File: config.mk
export PLATFORM = sky130hd
export DESIGN_NAME = imh_pos_map
export DESIGN_NICKNAME = d
export VERILOG_FILES = /design/src/hw/rtl/imh_pkg.sv /design/src/hw/rtl/imh_pos_map.sv
export SDC_FILE = /design/constraint.sdc
export NUM_CORES = 2
export LEC_CHECK = 0
export BUFFER_PORTS_ARGS = -buffer_cell sky130_fd_sc_hd__buf_4
export CORE_UTILIZATION = 44
export DETAILED_ROUTE_END_ITERATION = 8
export HOLD_SLACK_MARGIN = 0.15
export PLACE_DENSITY = 0.58
export SYNTH_ARGS = -nofsm -noshare
export SYNTH_HDL_FRONTEND = slang
export SYNTH_SLANG_ARGS = --single-unit
File: constraint.sdc
create_clock -name clk -period 3.25 [get_ports clk]
set_input_delay 0.1625 -clock clk [delete_from_list [all_inputs] [get_ports clk]]
set_output_delay 0.1625 -clock clk [all_outputs]
set_load 0.01 [all_outputs]
File: src/hw/rtl/imh_pkg.sv
// Package for the indexed min-heap: sizes, codes, entry and request types.
// No dependencies; used by every other file of the block.
`timescale 1ns / 1ps
`default_nettype none
package imh_pkg;

  localparam int CAPACITY  = 256;
  localparam int KEY_W     = 8;
  localparam int KEY_SPACE = 2 ** KEY_W;
  localparam int COST_W    = 32;
  localparam int POS_W     = $clog2(CAPACITY);
  localparam int CNT_W     = POS_W + 1;
  localparam int ACT_W     = 2;
  localparam int STAT_W    = 3;

  typedef enum logic [ACT_W-1:0] {
    ACT_INSERT   = 2'd0,
    ACT_EXTRACT  = 2'd1,
    ACT_DECREASE = 2'd2
  } action_t;

  typedef enum logic [STAT_W-1:0] {
    ST_DONE   = 3'd0,
    ST_MIN    = 3'd1,
    ST_EMPTY  = 3'd2,
    ST_REJECT = 3'd3,
    ST_FULL   = 3'd4
  } status_t;

  typedef enum logic [3:0] {
    S_IDLE,
    S_CHECK,
    S_DEC_CHK,
    S_UP_RD,
    S_UP_CMP,
    S_PLACE,
    S_EX_TOP,
    S_DN_RD,
    S_DN_SEL,
    S_DN_CMP,
    S_RESULT
  } state_t;

  typedef struct packed {
    logic        [KEY_W-1:0]  key;
    logic signed [COST_W-1:0] cost;
  } slot_t;

  typedef struct packed {
    logic             we;
    logic [POS_W-1:0] waddr;
    slot_t            wdata;
    logic [POS_W-1:0] raddr_a;
    logic [POS_W-1:0] raddr_b;
  } slot_req_t;

  typedef struct packed {
    logic [KEY_W-1:0] raddr;
    logic             we;
    logic [KEY_W-1:0] wkey;
    logic [POS_W-1:0] wpos;
    logic             clr;
    logic [KEY_W-1:0] clr_key;
  } pos_req_t;

  typedef struct packed {
    logic             valid;
    logic [POS_W-1:0] pos;
  } pos_rd_t;

  typedef struct packed {
    status_t                  status;
    logic        [KEY_W-1:0]  key;
    logic signed [COST_W-1:0] cost;
  } result_t;

endpackage
`default_nettype wire

File: src/hw/rtl/imh_pos_map.sv
// Key-to-slot map: position memory plus per-key present bits cleared by reset.
// Depends on imh_pkg.
`timescale 1ns / 1ps
`default_nettype none
module imh_pos_map import imh_pkg::*; (
  input  wire logic     clk,
  input  wire logic     rst,
  input  wire pos_req_t req,
  output pos_rd_t       rd
);

  logic [POS_W-1:0]     mem [KEY_SPACE];
  logic [KEY_SPACE-1:0] present;

  always_ff @(posedge clk) begin
    if (rst) begin
      present <= '0;
    end else begin
      if (req.we) begin
        present[req.wkey] <= 1'b1;
      end
      if (req.clr) begin
        present[req.clr_key] <= 1'b0;
      end
    end
  end

  always_ff @(posedge clk) begin
    if (req.we) begin
      mem[req.wkey] <= req.wpos;
    end
    rd.pos   <= mem[req.raddr];
    rd.valid <= present[req.raddr];
  end

endmodule
`default_nettype wire

# --- Word-level counts from Yosys, hierarchy flattened ---
# Memories as Yosys holds them, arrays and structs flattened. A register that Yosys moved wholly into a read port is not among the register bits.
# Cells that the tools add are included.
# W data, S select, Z words.
totals:
  word_cells: 24
  in_bits: 36
  out_inout_bits: 9
  register_bits: 257
  n_memories: 1
  ram_bits: 2048
memory_table:
  columns: ["name", "words", "width", "read_ports", "rd_ports_with_merged_regs", "write_ports", "line_no", "rtl"]
  rows:
  - ["mem", 256, 8, 1, 1, 1, "imh_pos_map.sv:12", "logic [POS_W-1:0] mem [KEY_SPACE];"]
op_classes:
  order_cmp: 5
  reduce_logical: 2
  muxes: 11
  bitwise_logic: 3
ops:
  columns: ["op", "count"]
  rows:
  - ["$mux W256", 3]
  - ["$and A256 B256 Y256", 1]
  - ["$not A256 Y256", 1]
  - ["$or A256 B256 Y256", 1]
  - ["$lt A8 B9 Y1 const B", 3]
  - ["$demux W1 S8", 2]
  - ["$ge A8 B1 Y1 const B", 2]
  - ["$bmux W1 S8", 1]
  - ["$mux W1", 5]
  - ["$logic_and A1 B1 Y1", 2]

# --- Depth between registers and ports, before layout ---
logic_depth:
  depth_word: 9
  ltp_mapped: 12
  ltp_nobuf: 6

# --- Worst setup path before layout ---
# Ideal clock, no wire load.
synth_timing:
  path_type: "input port to flip-flop"
  start: "in req[27] in the netlist's numbering"
  end: "reg, netlist name rd[1]"
  setup_ns: 0.127
  arrival_ns: 2.065
  stages: 8
  setup_slack_ns: 1.057
  t_required_ns: 3.123
  path_buffers: 4
  path_cell_list: "buf_4 > buf_4 > buf_4 > clkbuf_1 > mux4_2 > mux4_2 > a211oi_1 > nor4_2"
synth_rtl:
  columns: ["element", "line_no", "rtl"]
  rows:
  - ["from (decl)", "imh_pos_map.sv:8", "input wire pos_req_t req,"]

==> reports/qor.txt <==
DRC marker count from the first detailed-route iteration - 5,894
Worst-skew pair later-pin latency - 0.89 ns
Critical Path Start Type - flip-flop
Final setup violation count - 0
Flip-flop cell with the highest count after synthesis - sky130_fd_sc_hd__edfxtp_1
Fmax - 346 MHz
Die area - 207,000 um^2
Chip width - 455 um
Standard-cell rows - 166
Fraction of final layout cells sized beyond drive strength 1 - 27.6%
Measured slew at the worst slew-check pin - 1.37 ns
Sum Neg Setup Slack - 0 ns
Portion of the post-synthesis area used by sequential elements - 73.9%
I/O pins - 45
Relative slew margins - 8.83%
Data required time at the worst endpoint - 3.98 ns
Number of antenna violations at the first check in global routing - 10
Total gr overflow - 0
Number of instances on the worst hold path - 5
Setup slack after layout - 0.361 ns
Starting utilization of the core area - 44.2%
WL/cell - 31.8 um
Number of instances in the synthesized netlist - 4,798
Area growth, synth to finish - 16.8%
Most used cells in the layout excluding fill and tap cells - sky130_fd_sc_hd__edfxtp_1 (2,048), sky130_fd_sc_hd__buf_4 (561), sky130_fd_sc_hd__nor2_1 (531)
Hold Fails Final Rpt - 0
Setup skew after layout - 0.0553 ns
Routed length on met1 - 107 mm
Max Buffers Root-to-Sink - 3
Fillers - 16.5k
#FFs+latches synth - 2,313
Met3 WL post-DR - 21.4 mm
Final critical delay including setup and external delays - 2.89 ns
Total track usage - 25.5%
Reg clk slew, reported paths - 0.06 ns
Most common cell after layout, fill and taps aside - sky130_fd_sc_hd__edfxtp_1
Data arrival time of the critical path - 3.62 ns
Seq. cell area - 66,800 um^2
Wire length of the first global-routing pass - 373 mm
DRC errors left - 0
Cell Pwr Density - 594 nW/um^2
Leakage power total - 0.0339 uW
Unrepaired setup endpoints after global routing - no
Vias - 50.2k
Max IR drop VDD - 0.631 mV
Clock tree sinks - 2,313
Reg2Reg Depth - 7
Synthesized cell area - 90,400 um^2
Final worst-path cycle share - 88.9%
Mapped Avg Cell Area - 18.8 um^2
TritonCTS buffer count - 229
Post-detailed-placement half-perimeter wirelength - 168 mm
Path type of the worst min-delay path - in2reg
Iteration count of the initial detailed-routing pass - 5
Peak fanout along the critical path - 1
Drt via density - 6.08
Synth async-reset ratio - 0%
TritonCTS clock tree - yes
CTS-repair resized insts - 0
Number of max-slew violations in the final report - 0
Uppermost signal routing layer after detailed routing - met5
Capturing element type of the critical path - flip-flop
Final RePlAce weighted congestion - 0.880
Synthesized netlist net count - 4,834
Area of the multi-input gates - 21,900 um^2
EDFF count, synth - 2,048
Die span in y - 455 um
Vias in the first global route - 49.7k
Synthesis Warnings - 0
Setup CP Type - reg2reg
Max capacitance violation total - 0
Worst hold margin - 0.221 ns
Library cell used as clock root buffer - sky130_fd_sc_hd__clkbuf_16
Post-detailed-route count of antenna-violating nets - 0
Wirelength, routed - 263 mm
Post-CTS setup-driven buffer insertion count - 0
Number of nets in the layout - 5,409
Amount of wire on met2 after detailed routing - 124 mm
IO Port Bufs - 44
Outcome - finished clean
Count of distinct cell types in the synthesized netlist - 60
Maximum number of pins on one net before global-route repair - 118
Worst setup timing slack at the placement stage - -0.391 ns
Depth of the CTS H-tree - 4
Area of the core - 204,000 um^2
stage by stage:
step                      util (%)  power [uW]  cell area (um^2)  instances
after floorplan                  -       34700             90400       4798
after global placement        47.8       36500             97600       7792
after detailed placement      47.8       36600             97600       7792
after CTS                     51.7       63200            106000       8263
after global routing          51.7       64300            106000       8265
final                         51.7       62800            106000       8267
cell families (layout without fill, tap and decap cells):
logic type	Yosys count	count (layout)	synth area share [%]
flip-flops	2313	2313	73.9
AND/OR/NAND/NOR	768	768	3.59
other	0	4	0
buffers and inverters	335	1112	2.10
multiplexers	717	717	15.0
AO/OA/AOI/OAI	665	665	5.43
final cells by class:
class / instances / share of cell area [%]
Sequential cell: 2313 / 63.2
Inverter: 13 / 0.0462
Clock inverter: 135 / 1.34
Antenna cell: 4 / 0.00948
Timing Repair Buffer: 666 / 5.56
Clock buffer: 298 / 5.90
Multi-Input combinational cell: 2150 / 20.7
Tap cell: 2688 / 3.18
per-layer routing:
layer,track usage [%],vias to the layer above
met5,0,-
met4,9.76,4
met3,4.23,495
met2,40.1,2289
met1,35.7,26500
li1,-,20900
flip-flops by register name (all words and copies together) (netlist names):
signal and flops:
rd 9, present 256, mem 2048
synthesized netlist by cell type (14+ instances only):
cell type                  count  share of area (%)
sky130_fd_sc_hd__edfxtp_1   2048                 68
sky130_fd_sc_hd__nor2_1      549                2.3
sky130_fd_sc_hd__mux4_2      500                 12
sky130_fd_sc_hd__a211oi_1    266                2.2
sky130_fd_sc_hd__dfxtp_1     265                5.9
sky130_fd_sc_hd__mux2i_1     190                2.1
sky130_fd_sc_hd__clkbuf_1    173               0.72
sky130_fd_sc_hd__a21oi_1      65               0.36
sky130_fd_sc_hd__nand2_1      62               0.26
sky130_fd_sc_hd__o221ai_1     58               0.56
sky130_fd_sc_hd__o22ai_1      56               0.39
sky130_fd_sc_hd__buf_2        52               0.29
sky130_fd_sc_hd__a221oi_1     50               0.48
sky130_fd_sc_hd__nor3_1       43               0.24
sky130_fd_sc_hd__a22o_1       41               0.40
sky130_fd_sc_hd__a22oi_1      38               0.32
sky130_fd_sc_hd__buf_4        36               0.30
sky130_fd_sc_hd__nand3_1      34               0.19
sky130_fd_sc_hd__o21ai_0      33               0.18
sky130_fd_sc_hd__buf_6        28               0.35
sky130_fd_sc_hd__mux2_2       21               0.26
sky130_fd_sc_hd__nor2b_1      16               0.11
sky130_fd_sc_hd__nand2b_1     15               0.10
sky130_fd_sc_hd__buf_1        14              0.058
final timing paths:
path / from / slack, ns / to
worst max-delay path: mem[159][1]$_DFFE_PP_ / 0.36 / rd[1]$_DFF_P_
worst min-delay path: req[29] / 0.22 / rd[6]$_DFF_P_
worst max register to register: mem[159][1]$_DFFE_PP_ / 0.36 / rd[1]$_DFF_P_
worst min register to register: present[238]$_SDFF_PP0_ / 0.47 / present[238]$_SDFF_PP0_
worst max-delay path, stage by stage, from the launching register on:
cell and delay (ns):
sky130_fd_sc_hd__edfxtp_1 0.37, sky130_fd_sc_hd__mux4_2 0.48, sky130_fd_sc_hd__a22o_1 0.25, sky130_fd_sc_hd__a221oi_1 0.59, sky130_fd_sc_hd__buf_4 0.22, sky130_fd_sc_hd__o22ai_1 0.18, sky130_fd_sc_hd__a211oi_1 0.63, sky130_fd_sc_hd__nor4_2 0.07
where the power goes:
part | total, uW | internal, uW | switching, uW | leakage (uW)
clock network | 26800 | 15400 | 11400 | 0.00373
registers | 32500 | 32400 | 78.8 | 0.0205
logic | 3480 | 1260 | 2220 | 0.00965
timing repair:
item	CTS	global route
hold endpoints to repair	1959	0
endpoints found under the setup margin	0	0
hold buffers	38	0
Power figures use the tool's default switching activity.
