<file path="src/hw/rtl/imh_pkg.sv">
// Package for the indexed min-heap: sizes, codes, entry and request types.
// No dependencies; used by every other file of the block.
`timescale 1ns / 1ps
`default_nettype none
package imh_pkg;

  localparam int CAPACITY  = 256;
  localparam int KEY_W     = 8;
  localparam int KEY_SPACE = 2 ** KEY_W;
  localparam int COST_W    = 32;
  localparam int POS_W     = $clog2(CAPACITY);
  localparam int CNT_W     = POS_W + 1;
  localparam int ACT_W     = 2;
  localparam int STAT_W    = 3;

  typedef enum logic [ACT_W-1:0] {
    ACT_INSERT   = 2'd0,
    ACT_EXTRACT  = 2'd1,
    ACT_DECREASE = 2'd2
  } action_t;

  typedef enum logic [STAT_W-1:0] {
    ST_DONE   = 3'd0,
    ST_MIN    = 3'd1,
    ST_EMPTY  = 3'd2,
    ST_REJECT = 3'd3,
    ST_FULL   = 3'd4
  } status_t;

  typedef enum logic [3:0] {
    S_IDLE,
    S_CHECK,
    S_DEC_CHK,
    S_UP_RD,
    S_UP_CMP,
    S_PLACE,
    S_EX_TOP,
    S_DN_RD,
    S_DN_SEL,
    S_DN_CMP,
    S_RESULT
  } state_t;

  typedef struct packed {
    logic        [KEY_W-1:0]  key;
    logic signed [COST_W-1:0] cost;
  } slot_t;

  typedef struct packed {
    logic             we;
    logic [POS_W-1:0] waddr;
    slot_t            wdata;
    logic [POS_W-1:0] raddr_a;
    logic [POS_W-1:0] raddr_b;
  } slot_req_t;

  typedef struct packed {
    logic [KEY_W-1:0] raddr;
    logic             we;
    logic [KEY_W-1:0] wkey;
    logic [POS_W-1:0] wpos;
    logic             clr;
    logic [KEY_W-1:0] clr_key;
  } pos_req_t;

  typedef struct packed {
    logic             valid;
    logic [POS_W-1:0] pos;
  } pos_rd_t;

  typedef struct packed {
    status_t                  status;
    logic        [KEY_W-1:0]  key;
    logic signed [COST_W-1:0] cost;
  } result_t;

endpackage
`default_nettype wire

</file>
<file path="src/hw/rtl/imh_ctrl.sv">
// Heap sequencer: walks sift-up and sift-down one level at a time around a
// single shared signed cost comparator. Depends on imh_pkg.
`timescale 1ns / 1ps
`default_nettype none
module imh_ctrl import imh_pkg::*; (
  input  wire logic                     clk,
  input  wire logic                     rst,
  input  wire logic                     in_valid,
  output logic                          in_ready,
  input  wire logic        [ACT_W-1:0]  in_action,
  input  wire logic        [KEY_W-1:0]  in_key,
  input  wire logic signed [COST_W-1:0] in_cost,
  input  wire slot_t                    slot_rd_a,
  input  wire slot_t                    slot_rd_b,
  output slot_req_t                     slot_req,
  input  wire pos_rd_t                  pos_rd,
  output pos_req_t                      pos_req,
  output logic                          res_valid,
  input  wire logic                     res_ready,
  output result_t                       res
);

  state_t           state, state_next;
  action_t          act, act_next;
  slot_t            mov, mov_next;
  slot_t            sel, sel_next;
  logic [POS_W-1:0] pos, pos_next;
  logic [POS_W-1:0] sel_pos, sel_pos_next;
  logic [CNT_W-1:0] cnt, cnt_next;
  logic [CNT_W-1:0] ch, ch_next;
  result_t          res_next;

  logic signed [COST_W-1:0] cmp_a, cmp_b;
  logic                     cmp_lt;
  logic                     key_ok;
  logic [POS_W-1:0]         parent;
  logic [CNT_W-1:0]         child;
  logic [CNT_W-1:0]         right;

  assign cmp_lt = cmp_a < cmp_b;
  assign key_ok = 32'(in_key) < CAPACITY;
  assign parent = (pos - POS_W'(1)) >> 1;
  assign child  = {pos, 1'b1};
  assign right  = ch + CNT_W'(1);

  always_ff @(posedge clk) begin
    if (rst) begin
      state <= S_IDLE;
      cnt   <= '0;
    end else begin
      state <= state_next;
      cnt   <= cnt_next;
    end
  end

  always_ff @(posedge clk) begin
    act     <= act_next;
    mov     <= mov_next;
    sel     <= sel_next;
    pos     <= pos_next;
    sel_pos <= sel_pos_next;
    ch      <= ch_next;
    res     <= res_next;
  end

  always_comb begin
    state_next   = state;
    act_next     = act;
    mov_next     = mov;
    sel_next     = sel;
    pos_next     = pos;
    sel_pos_next = sel_pos;
    cnt_next     = cnt;
    ch_next      = ch;
    res_next     = res;
    in_ready     = 1'b0;
    res_valid    = 1'b0;
    cmp_a        = mov.cost;
    cmp_b        = slot_rd_a.cost;
    slot_req     = '0;
    pos_req      = '0;

    unique case (state)
      S_IDLE: begin
        in_ready     = 1'b1;
        pos_req.raddr = in_key;
        if (in_valid) begin
          act_next      = action_t'(in_action);
          mov_next.key  = in_key;
          mov_next.cost = in_cost;
          res_next      = '{status: ST_REJECT, key: '0, cost: '0};
          priority case (action_t'(in_action))
            ACT_INSERT, ACT_DECREASE: begin
              state_next = key_ok ? S_CHECK : S_RESULT;
            end
            ACT_EXTRACT: begin
              if (cnt == '0) begin
                res_next.status = ST_EMPTY;
                state_next      = S_RESULT;
              end else begin
                slot_req.raddr_a = '0;
                slot_req.raddr_b = POS_W'(cnt - CNT_W'(1));
                state_next       = S_EX_TOP;
              end
            end
            default: begin
              state_next = S_RESULT;
            end
          endcase
        end
      end

      S_CHECK: begin
        if (act == ACT_INSERT) begin
          if (pos_rd.valid) begin
            state_next = S_RESULT;
          end else if (cnt == CNT_W'(CAPACITY)) begin
            res_next.status = ST_FULL;
            state_next      = S_RESULT;
          end else begin
            pos_next   = POS_W'(cnt);
            cnt_next   = cnt + CNT_W'(1);
            state_next = S_UP_RD;
          end
        end else begin
          if (!pos_rd.valid) begin
            state_next = S_RESULT;
          end else begin
            pos_next         = pos_rd.pos;
            slot_req.raddr_a = pos_rd.pos;
            state_next       = S_DEC_CHK;
          end
        end
      end

      S_DEC_CHK: begin
        state_next = cmp_lt ? S_UP_RD : S_RESULT;
      end

      S_UP_RD: begin
        if (pos == '0) begin
          state_next = S_PLACE;
        end else begin
          slot_req.raddr_a = parent;
          state_next       = S_UP_CMP;
        end
      end

      S_UP_CMP: begin
        if (cmp_lt) begin
          slot_req.we    = 1'b1;
          slot_req.waddr = pos;
          slot_req.wdata = slot_rd_a;
          pos_req.we     = 1'b1;
          pos_req.wkey   = slot_rd_a.key;
          pos_req.wpos   = pos;
          pos_next       = parent;
          state_next     = S_UP_RD;
        end else begin
          state_next = S_PLACE;
        end
      end

      S_PLACE: begin
        slot_req.we     = 1'b1;
        slot_req.waddr  = pos;
        slot_req.wdata  = mov;
        pos_req.we      = 1'b1;
        pos_req.wkey    = mov.key;
        pos_req.wpos    = pos;
        res_next.status = (act == ACT_EXTRACT) ? ST_MIN : ST_DONE;
        state_next      = S_RESULT;
      end

      S_EX_TOP: begin
        res_next.key    = slot_rd_a.key;
        res_next.cost   = slot_rd_a.cost;
        res_next.status = ST_MIN;
        pos_req.clr     = 1'b1;
        pos_req.clr_key = slot_rd_a.key;
        cnt_next        = cnt - CNT_W'(1);
        mov_next        = slot_rd_b;
        pos_next        = '0;
        state_next      = (cnt == CNT_W'(1)) ? S_RESULT : S_DN_RD;
      end

      S_DN_RD: begin
        if (child >= cnt) begin
          state_next = S_PLACE;
        end else begin
          slot_req.raddr_a = child[POS_W-1:0];
          slot_req.raddr_b = POS_W'(child + CNT_W'(1));
          ch_next          = child;
          state_next       = S_DN_SEL;
        end
      end

      S_DN_SEL: begin
        cmp_a = slot_rd_b.cost;
        cmp_b = slot_rd_a.cost;
        if (right < cnt && cmp_lt) begin
          sel_next     = slot_rd_b;
          sel_pos_next = POS_W'(right);
        end else begin
          sel_next     = slot_rd_a;
          sel_pos_next = ch[POS_W-1:0];
        end
        state_next = S_DN_CMP;
      end

      S_DN_CMP: begin
        cmp_a = sel.cost;
        cmp_b = mov.cost;
        if (cmp_lt) begin
          slot_req.we    = 1'b1;
          slot_req.waddr = pos;
          slot_req.wdata = sel;
          pos_req.we     = 1'b1;
          pos_req.wkey   = sel.key;
          pos_req.wpos   = pos;
          pos_next       = sel_pos;
          state_next     = S_DN_RD;
        end else begin
          state_next = S_PLACE;
        end
      end

      S_RESULT: begin
        res_valid = 1'b1;
        if (res_ready) begin
          state_next = S_IDLE;
        end
      end

      default: begin
        state_next = S_IDLE;
      end
    endcase
  end

endmodule
`default_nettype wire

</file>
<file path="config.mk">
export PLATFORM = sky130hd
export DESIGN_NAME = imh_ctrl
export DESIGN_NICKNAME = d
export VERILOG_FILES = /design/src/hw/rtl/imh_pkg.sv /design/src/hw/rtl/imh_ctrl.sv
export SDC_FILE = /design/constraint.sdc
export NUM_CORES = 1
export LEC_CHECK = 0
export BUFFER_PORTS_ARGS = -buffer_cell sky130_fd_sc_hd__buf_2
export CORE_AREA = 3 3 145 147
export CTS_BUF_LIST = sky130_fd_sc_hd__clkbuf_8
export DETAILED_ROUTE_END_ITERATION = 8
export DIE_AREA = 0 0 148 150
export PLACE_DENSITY = 0.9
export SETUP_SLACK_MARGIN = 0.3
export SLEW_MARGIN = 20
export SYNTH_ARGS = -nofsm -noshare
export SYNTH_HDL_FRONTEND = slang
export SYNTH_SLANG_ARGS = --single-unit
</file>
<file path="constraint.sdc">
create_clock -name clk -period 14.2 [get_ports clk]
set_clock_uncertainty 0.05 [all_clocks]
set_input_delay 2.84 -clock clk [delete_from_list [all_inputs] [get_ports clk]]
set_output_delay 2.84 -clock clk [all_outputs]
set_load 0.005 [all_outputs]
</file>
# Word level (Yosys, flattened, before mapping)
# Cells that the tools add are included.
[classes]
n_reduce_logical = 18
n_mux = 60
n_addsub = 5
n_bitwise = 1
n_lt_le_gt_ge = 3
n_eq_ne = 26
[op_table]
columns = ["cell", "count"]
rows = [
  ["case mux 40 bit (2 select lines)", 2],
  ["case mux 49 bit (3 select lines)", 1],
  ["2-to-1 mux 8 bit", 13],
  ["2-to-1 mux 49 bit", 2],
  ["2-to-1 mux 40 bit", 2],
  ["case mux 32 bit (2 select lines)", 1],
  ["case mux 8 bit (4 select lines)", 2],
  ["case mux 17 bit (3 select lines)", 1],
  ["case mux 4 bit (11 select lines)", 1],
  ["2-to-1 mux 43 bit", 1],
  ["2-to-1 mux 4 bit", 10],
  ["2-to-1 mux 9 bit", 4],
  ["2-to-1 mux 17 bit", 2],
  ["< comparator 32 bit", 1],
  ["2-to-1 mux 32 bit", 1],
  ["adder 9 x 1 -> 9 bit (second input constant)", 2],
  ["case mux 9 bit (2 select lines)", 1],
  ["equality test 4 x 3 -> 1 bit (second input constant)", 4],
  ["2-to-1 mux 16 bit", 1],
  ["inequality test 2 bit (second input constant)", 8],
  ["case mux 8 bit (2 select lines)", 1],
  ["equality test 4 bit (second input constant)", 3],
  ["2-to-1 mux 3 bit", 4],
  ["case mux 3 bit (4 select lines)", 1],
  ["other kinds (29)", 44],
]
[totals]
out_inout_bits = 144
in_bits = 135
elab_cells = 127
regBits = 162

# Logic depth before layout (Yosys ltp)
# Gate-level depths: netlist of run 1.
[logic_depth]
word_depth = 5
mapped_depth = 19

# Worst setup path after synthesis of run 1
# OpenSTA, ideal clock, no wires.
[synth_path]
path_type = "input-to-output"
from = "input port slot_rd_b[31] (netlist name)"
to = "output port slot_req[56] (netlist name)"
n_path_buf = 1
path_slack_ns = 6.076
cell_stages = 12
arrival_ns = 5.234
cell_sequence = "mux2i_1 a21oi_1 ha_1 nand4_1 nor4_1 o211ai_1 o2bb2ai_1 o21a_1 nor2_4 o21bai_1 and2_1 buf_4"
[synth_lines]
columns = ["element", "line", "rtl"]
rows = [
  ["from (decl)", "imh_ctrl.sv:14", "input wire slot_t slot_rd_b,"],
  ["to (decl)", "imh_ctrl.sv:15", "output slot_req_t slot_req,"],
]

==> metrics, run 1 <==
TritonCTS clock tree yes; DRC errors left 0; Final period util 0.671; kind of critical path primary input to output pin; DIE WIDTH ~150 um; CTS Root Cell clkbuf_8; pin count of the biggest net entering global routing 71; die area between 20,000 and 25,000 um^2; Max Freq 105 MHz; routed vias/inst 5.98; initial antenna violation count 1; Max Buffers Root-to-Sink 2; Worst Tran Pin Value ~1.1 ns; clk slew on worst S/H paths about 0.090 ns; Post-synth top cells nand2_1 (182), edfxtp_1 (149), nor2_1 (70), a21oi_1 (60), mux2i_1 (60); biggest cell delay along the critical path just over 0.6 ns; number of enable flip-flop cells after synthesis 149; PortBufs approximately 280; register area share after synthesis 0.438; die height roughly 150 um; placed cell area ~12,000 um^2; Leakage ~5.6 nW; Main synth FF type edfxtp_1; Slew Limit Fails 0; synth warn 0; crit end category output pin; GRT overflow 0; Yosys top cell by area edfxtp_1; total core area ~20,000 um^2; RSZ-0062 raised after global routing no; Syn Std Cell Area about 11,000 um^2; Pwr Density about 160 nW/um^2; clock sinks 162; FP Rows between 50 and 60; placed insts 1,562; Synth Instances between 1,000 and 1,500; postcts setup bufs 0; Relative slew margins 0.267; post-layout net count approximately 1,500; Synth area leaders edfxtp_1 (41%), nand2_1 (6.3%), ha_1 (6.3%), mux2i_1 (5.6%), and3_1 (3.1%); Crit-path slowest cell nor4_1; Final min period 9.52 ns; Worst EP required ~11 ns; GPL Wtd Cong roughly 0.9; post-CTS sizing 0; ys async rst share 0; Final Hold Vio Count 0; Unique masters post-synth 65; post-route cell area around 13,000 um^2; vias in the first global route between 9,000 and 10,000; critical path data arrival time 6.63 ns; top-count cell post-synth nand2_1; Synth top area share 0.414; Max-Cap Viols 0; Initial DRC Count between 700 and 800; HPWL Detailed 22,300 um; TritonCTS buffer count 17; antenna-violating nets left 0; syn avg cell area 9.88 um^2; Starting Density 0.539; Setup crit start kind primary input; setup_tns 0 ns; ratio of cells with drive above 1 in the final layout 0.291; worst skew pair latency about 0.46 ns; Hold-fix buffers, CTS 0; GRT Total Usage 0.283; via count 9,534; DRT Wirelength between 30,000 and 40,000 um; critical path cell sequence buf_2 > mux2i_1 > a21oi_1 > ha_1 > nand4_1 > nor4_1 > o211ai_1 > o2bb2ai_1 > o21a_1 > nor2_4 > buf_4 > nor2_4 > a221o_1 > buf_2; Max VDD drop just under 0.08 mV; # H-tree levels 4; register bit total from synthesis 162; worst-path maximum fanout 21; I/O pin total 279; drt first pass iters 5; global-route wire length before repair 49,600 um; Area Growth Syn to Fin 17.3%; min-delay worst type flop to flop; Final Non-Filler Cells 1,595; final setup violation count 0; Synth Net Count ~1,300; status completed; Wirelength per Cell around 20 um
## path summary, 6_finish.rpt
| check | start | endpoint | slack [ns] | depth (start not counted) |
|---|---|---|---|---|
| hold / removal | sel_pos[7] | pos[7] | 0.50 | 2 |
| hold reg to reg | sel_pos[7] | pos[7] | 0.50 | 2 |
| setup / recovery | slot_rd_b[31] | pos_req[17] | 4.68 | 14 |
| setup reg to reg | state[3] | pos[6] | 8.24 | 13 |
## cell type report
type	instances	area [um^2]
diodes	2	5.00
clock buffers	17	234
clock inverters	14	179
fillers	1635	7380
inverters	24	90.1
multi-input cells	816	5600
flip-flops and latches	162	4740
well taps	270	338
repair buffers	290	1480
## state kept, by name, summed over array words and instances, names as in the netlist
signal	cells
res	43
mov	40
sel	40
cnt	9
ch	8
pos	8
sel_pos	8
state	4
act	2
## metal layers
layer	share of wire	wire length, um	vias up	track usage
met2	0.49	16000	541	0.481
met1	0.40	12900	4510	0.367
met4	0.026	850	0	0.110
met5	0	0	-	0
met3	0.086	2810	68	0.0418
li1	-	-	4415	-
## cell usage in the layout (no fill, tap or decap), types with 5 or more instances in the layout
master    count
buf_2       278
nand2_1     180
edfxtp_1    149
nor2_1       67
a21oi_1      60
mux2i_1      60
ha_1         54
and3_1       52
and2_1       37
o21ai_0      36
xnor2_1      26
inv_1        22
a22oi_1      22
a221o_1      22
mux2_2       21
mux2_4       20
clkbuf_8     17
a21o_1       15
nand3_1      12
dfxtp_1      12
buf_4        12
nand4_1      11
xor2_1       11
o22ai_1      11
a211oi_1      9
nor3_1        8
o221ai_1      5
o211ai_1      5
nor4_1        5
## logic make-up (layout without fill, tap and decap cells)
kind of cell,Yosys count,in the layout,synth area share
and+or+nand+nor,407,407,0.179
AOI/OAI and AO/OA,217,217,0.135
DFF,162,162,0.438
buffers and inverters,115,345,0.0496
muxes,101,101,0.105
adders and majority gates,54,54,0.0626
xor gates and xnor gates,37,37,0.0300
other,0,2,0
## per-stage QoR
step	hold WS (ns)	util	worst slack (ns)	total power, mW
floorplan	0.405	-	6.08	1.37
global placement	0.469	0.610	4.32	1.64
detailed placement	0.477	0.611	4.65	1.68
CTS	0.503	0.631	4.63	2.05
global route	0.522	0.632	4.49	2.17
finish	0.502	0.632	4.68	2.05
## worst max-delay path: cells and delay by family
kind            cells  cell delay (ns)
fa+ha+maj           1             0.35
compound gates      5             1.25
mux                 1             0.14
buf+inv             3             0.51
simple gates        4             1.53
## power by group
group	internal, mW	switching (mW)
logic	0.337	0.526
clock network	0.176	0.189
registers	0.716	0.105
total	1.23	0.819
Power figures use the tool's default switching activity.
==> run 2: changes to the inputs <==
--- a/config.mk
+++ b/config.mk
@@ -5,11 +5,12 @@
 export SDC_FILE = /design/constraint.sdc
 export NUM_CORES = 1
 export LEC_CHECK = 0
+export ABC_AREA = 1
 export BUFFER_PORTS_ARGS = -buffer_cell sky130_fd_sc_hd__buf_2
-export CORE_AREA = 3 3 145 147
+export CORE_AREA = 3 3 144 146
 export CTS_BUF_LIST = sky130_fd_sc_hd__clkbuf_8
 export DETAILED_ROUTE_END_ITERATION = 8
-export DIE_AREA = 0 0 148 150
+export DIE_AREA = 0 0 147 149
 export PLACE_DENSITY = 0.9
 export SETUP_SLACK_MARGIN = 0.3
 export SLEW_MARGIN = 20
==> constraint.sdc (replaced) <==
create_clock -name clk -period 9.75 [get_ports clk]
set_clock_uncertainty 0.05 [all_clocks]
set_input_delay 1.95 -clock clk [delete_from_list [all_inputs] [get_ports clk]]
set_output_delay 1.95 -clock clk [all_outputs]
set_load 0.005 [all_outputs]
==> metrics, run 2 <==
status completed; GRT overflow 0 (unchanged); Synth Area in XOR/XNOR 0.0222 (-0.00784); drt first pass iters 6 (+1); most common cell after layout, fill and taps aside nand2_1; Yosys top cell by area edfxtp_1; Setup crit start kind primary input; die area 21,900 um^2 (-1.3%); TritonCTS clock tree yes; max reg flops 43 (unchanged); Crit-path slowest cell a2111oi_0; register area share after synthesis 0.444 (+0.00535); HPWL Detailed 23,100 um (+3.6%); Max VDD drop 0.128 mV (+67%); number of enable flip-flop cells after synthesis 149 (unchanged); Relative slew margins 0.378 (+0.111); filler instances 1,572 (-3.9%); clk slew on worst S/H paths 0.10 ns (about the same); top-count cell post-synth nand2_1; setup_tns 0 ns (unchanged); kind of critical path primary input to output pin; placed cell area 12,100 um^2 (-1.3%); Reg2Reg Launch Point state[1]; critical path data arrival time 4.92 ns (-1.71 ns); area share of fa/ha/maj cells after synthesis 0.0633 (+0.000763); Pwr Density 242 nW/um^2 (+49%); clock sinks 162 (unchanged); Final min period slightly below 7 ns; pin count of the biggest net entering global routing 81 (+14%); Max Freq ~140 MHz; complex-gate fraction of the synthesized area 0.172 (+0.0369); RSZ-0062 raised after global routing no; via count 10,340 (+8.5%); Post-synth top cells nand2_1 (350), inv_1 (150), edfxtp_1 (149), nor2_1 (119), o21ai_0 (102); Final period util 0.710; Syn Std Cell Area 10,700 um^2 (-1.2%); post-route cell area 12,500 um^2 (-1.4%); final setup violation count 0 (unchanged); min-delay worst type flop to flop; global-route wire length before repair 49,500 um (-0.21%); commonest cells after routing, fill and taps aside nand2_1 (349), buf_2 (278), inv_1 (150), edfxtp_1 (149), nor2_1 (117); Hold-fix buffers, CTS 0 (unchanged); ratio of cells with drive above 1 in the final layout 0.245 (-0.0460); post-layout net count 1,719 (+15%); largest family of logic cells by synthesized area simple AND/OR/NAND/NOR gates; CTS Root Cell clkbuf_8; biggest cell delay along the critical path 0.55 ns (-0.07 ns); Initial DRC Count 1,057 (+35%); routed vias/inst 5.71 (-4.5%); syn avg cell area 8.23 um^2 (-17%); # H-tree levels 4 (unchanged); Worst setup startpoint slot_rd_a[25]; register bit total from synthesis 162 (unchanged); Biggest register res; Worst Tran Pin Value 0.929 ns (-0.168 ns); multi-input logic area 4940 um^2 (-12%); postcts setup bufs 0 (unchanged); initial antenna violation count 4 (+3); Synth Instances 1,296 (+19%); Slew Limit Fails 0 (unchanged); Register Area 4730 um^2 (about the same); Max Buffers Root-to-Sink 2 (unchanged); GPL Wtd Cong 0.933 (+2.6%); Synth area leaders edfxtp_1 (42%), nand2_1 (12%), ha_1 (6.3%), inv_1 (5.3%), o211ai_1 (5.0%); post-CTS sizing 0 (unchanged); Starting Density 0.546 (+0.00749); crit end category output pin; die height 149 um (-0.67%); ys async rst share 0 (unchanged); Unique masters post-synth 47 (-28%); Area Growth Syn to Fin 17.0%; post-synthesis mux area share 0 (-0.105); total core area 19,500 um^2 (-2.6%); CP most frequent cell nand2_1; Total Power 3.02 mW (+47%); PortBufs 278 (unchanged); Wirelength per Cell 17.6 um (-14%); Synth top area share 0.419 (+0.00505); Post-Synth Simple-Gate Area 0.203 (+0.0235); synth warn 0 (unchanged); worst hold start cnt[8]; worst-path maximum fanout 33 (+57%); vias in the first global route 10,018 (+7.7%); Final Hold Vio Count 0 (unchanged); Max-Cap Viols 0 (unchanged); critical path cell sequence buf_2 > inv_1 > nand2_1 > o21ai_0 > ha_1 > a21oi_1 > o21ai_0 > a2111oi_0 > nand2_1 > nand2_1 > nand2_2 > nor2_8 > inv_2 > o211ai_1 > buf_2; TritonCTS buffer count 17 (unchanged); Leakage 5.86 nW (+5.5%); Main synth FF type edfxtp_1; FP Rows 51 (-1.9%); DRC errors left 0 (unchanged); DIE WIDTH 147 um (-0.68%); antenna-violating nets left 0 (unchanged); GRT Total Usage 0.285 (+0.00177); I/O pin total 279 (unchanged); Worst EP required 7.75 ns (-3.56 ns); largest registers res x43, mov x40, sel x40; DRT Wirelength 31,900 um (-1.9%); worst skew pair latency 0.46 ns (about the same); Synth Net Count 1,485 (+16%)
run 2: critical path: cells and delay by family:
kind / cells / cell delay, ns
buffers and inverters: 4 / 0.51
AOI/OAI and AO/OA: 5 / 1.24
and+or+nand+nor: 5 / 0.86
adders and majority gates: 1 / 0.33
run 2: logic make-up after synthesis:
group | after synthesis
flops | 162
compound gates | 284
buf+inv | 232
simple gates | 537
fa+ha+maj | 54
xor+xnor | 27
run 2: worst paths after layout:
path,to,slack (ns),cells past startpoint
hold reg to reg,cnt[8],0.51,1
hold / removal,cnt[8],0.51,1
setup reg to reg,sel[31],4.16,19
setup / recovery,slot_req[50],2.83,15
run 2: report_power, final:
part           switching, mW  internal (mW)
clock network          0.256          0.215
logic                  0.974          0.458
registers             0.0940           1.02
run 2: through the flow:
step / util / worst slack [ns] / hold WS [ns] / instances
global placement: 0.618 / 3.07 / 0.474 / 1775
global route: 0.639 / 2.57 / 0.536 / 1811
floorplan: - / 1.47 / 0.405 / 1296
finish: 0.639 / 2.83 / 0.511 / 1811
CTS: 0.638 / 2.93 / 0.506 / 1807
detailed placement: 0.618 / 2.93 / 0.483 / 1775
run 2: area by class of cell:
class | count | area share
clock inverter | 13 | 0.00892
antenna | 3 | 0.000601
sequential | 162 | 0.379
tap | 265 | 0.0266
multi-input combinational | 902 | 0.396
inverter | 156 | 0.0470
clock buffer | 19 | 0.0209
timing repair buffer | 291 | 0.121
run 2: metal layers:
| layer | GRT usage | part of all wire | up-vias |
|---|---|---|---|
| li1 | - | - | 4835 |
| met1 | 0.350 | 0.37 | 4680 |
| met2 | 0.474 | 0.48 | 703 |
| met3 | 0.0614 | 0.10 | 120 |
| met4 | 0.152 | 0.046 | 2 |
| met5 | 0 | 0.00041 | - |
==> run 3: changes to the inputs <==
--- a/config.mk
+++ b/config.mk
@@ -7,11 +7,11 @@
 export LEC_CHECK = 0
 export ABC_AREA = 1
 export BUFFER_PORTS_ARGS = -buffer_cell sky130_fd_sc_hd__buf_2
-export CORE_AREA = 3 3 144 146
+export CORE_AREA = 3 3 151 153
 export CTS_BUF_LIST = sky130_fd_sc_hd__clkbuf_8
 export DETAILED_ROUTE_END_ITERATION = 8
-export DIE_AREA = 0 0 147 149
-export PLACE_DENSITY = 0.9
+export DIE_AREA = 0 0 154 156
+export PLACE_DENSITY = 0.87
 export SETUP_SLACK_MARGIN = 0.3
 export SLEW_MARGIN = 20
 export SYNTH_ARGS = -nofsm -noshare
==> constraint.sdc (replaced) <==
create_clock -name clk -period 5.8 [get_ports clk]
set_clock_uncertainty 0.05 [all_clocks]
set_input_delay 1.16 -clock clk [delete_from_list [all_inputs] [get_ports clk]]
set_output_delay 1.16 -clock clk [all_outputs]
set_load 0.005 [all_outputs]
==> metrics, run 3 (synthesis results as in run 2) <==
status completed; post-layout net count 1,724 (+0.29%); routed vias/inst 5.63 (-1.4%); Final period util 0.900; CTS Root Cell clkbuf_8; placed insts 1,795 (+1.1%); placed cell area 12,200 um^2 (+0.67%); most common cell after layout, fill and taps aside nand2_1; via count 10,291 (-0.47%); clk slew on worst S/H paths 0.09 ns (about the same); largest registers res x43, mov x40, sel x40; DRC errors left 0 (unchanged); GRT overflow 0 (unchanged); met2 Usage GRT 0.443 (-0.0309); vias in the first global route 10,026 (+0.080%); Biggest register res; GRT Total Usage 0.260 (-0.0248); kind of critical path flop to output pin; FP Rows 54 (+5.9%); Final Non-Filler Cells 1,828 (+0.94%); ratio of cells with drive above 1 in the final layout 0.245 (+0.000501); Starting Density 0.492 (-0.0545); DIE WIDTH 154 um (+4.8%); hold_ws 0.497 ns (-0.0138 ns); filler instances 1,877 (+19%); drt first pass iters 6 (unchanged); GPL Wtd Cong 0.926 (-0.74%); commonest cells after routing, fill and taps aside nand2_1 (349), buf_2 (278), inv_1 (155), edfxtp_1 (149), nor2_1 (117); I/O pin total 279 (unchanged); post-route cell area 12,600 um^2 (+0.91%); Leakage 5.92 nW (+1.1%); worst hold start cnt[8]; min-delay worst type flop to flop; Setup crit start kind flop; Worst R2R End sel[21]; Area Growth Syn to Fin 18.1%; Max Buffers Root-to-Sink 2 (unchanged); hold path endpoint cnt[8]; crit end category output pin; Reg2Reg Launch Point state[3]; PortBufs 278 (unchanged); final setup violation count 0 (unchanged); Register Area 4730 um^2 (unchanged); Worst Tran Pin Value 0.900 ns (-0.0290 ns); die height 156 um (+4.7%); Antenna diodes 0 (-3); total core area 21,700 um^2 (+11%); max reg flops 43 (unchanged); Max-Cap Viols 0 (unchanged); worst-path maximum fanout 21 (-36%); Slew Limit Fails 0 (unchanged); Final WS setup 0.579 ns (-2.25 ns); GRT busiest layer met2; reg2reg path depth 22 (+3); # H-tree levels 4 (unchanged); initial antenna violation count 2 (-2); die area 24,000 um^2 (+9.7%); DRT Wirelength 32,600 um (+2.2%); R2R Setup Slk 1.50 ns (-2.66 ns); Placement Setup Slack 0.637 ns (-2.29 ns); multi-input logic area 4960 um^2 (+0.46%); Max Freq between 150 and 200 MHz; worst skew pair latency 0.46 ns (about the same); TritonCTS clock tree yes; clock sinks 162 (unchanged); Wirelength per Cell 17.8 um (+1.3%); Pwr Density 411 nW/um^2 (+70%); met1 Use GR 0.322 (-0.0280); Initial DRC Count 944 (-11%); global-route wire length before repair 50,500 um (+1.9%); antenna-violating nets left 0 (unchanged); HPWL Detailed 23,500 um (+1.8%); Relative slew margins 0.398 (+0.0194); Worst EP required 4.59 ns (-3.16 ns); Max VDD drop 0.206 mV (+60%); setup_tns 0 ns (unchanged); RSZ-0062 raised after global routing no; GR met3 Demand/Resource 0.0497 (-0.0117); Final Hold Vio Count 0 (unchanged); Final min period between 5 and 6 ns; critical path data arrival time 4.01 ns (-0.91 ns); pin count of the biggest net entering global routing 83 (+2.5%); Hold Path Depth 1 (unchanged); TritonCTS buffer count 17 (unchanged)
run 3: cell count changes in the layout (fill, tap and decap cells not counted), moves of 2 or more:
| cell | delta |
|---|---|
| clkinv_4 | -3 |
| buf_12 | +3 |
| diode_2 | -3 |
| inv_4 | +2 |
| a2111oi_0 | -2 |
| inv_1 | +5 |
| a2111oi_2 | +2 |
| bufinv_16 | +2 |
| buf_6 | +3 |
| clkbuf_8 | -2 |
| clkinv_2 | -3 |
run 3: repair_timing:
item / in CTS / in global routing
gates resized for setup: 2 / 8
setup endpoints to repair: 16 / 64
buffers inserted: 0 / 1
pin swaps: 0 / 2
hold endpoints to repair: 0 / 0
hold buffers: 0 / 0
run 3: critical path, stage by stage, from the launching register on:
cell and delay, ns:
dfxtp_1 0.38, inv_2 0.06, nor2_4 0.16, inv_1 0.12, nor2_4 0.10, inv_1 0.06
buf_4 0.23, o211ai_1 0.24, ha_1 0.29, nand2_1 0.07, inv_1 0.06, nand3_1 0.07
a31oi_1 0.09, a2111oi_2 0.23, nand2_1 0.14, nand2_1 0.09, nand2_1 0.05, nand2_1 0.11
nand2_2 0.12, buf_6 0.20, nor2_4 0.24, nand2_1 0.10, o211ai_1 0.13, buf_2 0.17
run 3: worst max path at each step:
stage	from	end	slack (ns)	cells past startpoint
floorplan	in_valid	mov[0]	0.47	2
global placement	slot_rd_b[18]	pos_req[24]	0.74	17
detailed placement	slot_rd_a[13]	slot_req[50]	0.64	18
CTS	state[0]	pos_req[19]	0.33	21
global route	state[0]	pos_req[21]	0.31	17
finish	state[3]	pos_req[19]	0.58	23
run 3: power by group:
| part | switching (mW) | internal, mW | total, mW |
|---|---|---|---|
| Combinational | 1.67 | 0.797 | 2.46 |
| Sequential | 0.156 | 1.72 | 1.87 |
| Clock | 0.427 | 0.418 | 0.844 |
run 3: cell type report:
cell class | count | area share
clock buffer | 17 | 0.0186
clock inverter | 15 | 0.0121
inverter | 156 | 0.0466
multi-input combinational | 902 | 0.394
sequential | 162 | 0.376
tap | 280 | 0.0278
timing repair buffer | 296 | 0.125
run 3: layer usage:
metal  vias to the layer above  wire length [um]
met3                        83              3160
met2                       628             16100
li1                       4849                 -
met5                         -                32
met1                      4727             12300
met4                         4              1110
run 3: through the flow:
stage	power, mW	utilization
2_1_floorplan	3.53	-
3_3_place_gp	4.22	0.561
3_5_place_dp	4.30	0.561
4_1_cts	5.14	0.579
5_1_grt	5.52	0.581
6_report	5.18	0.581
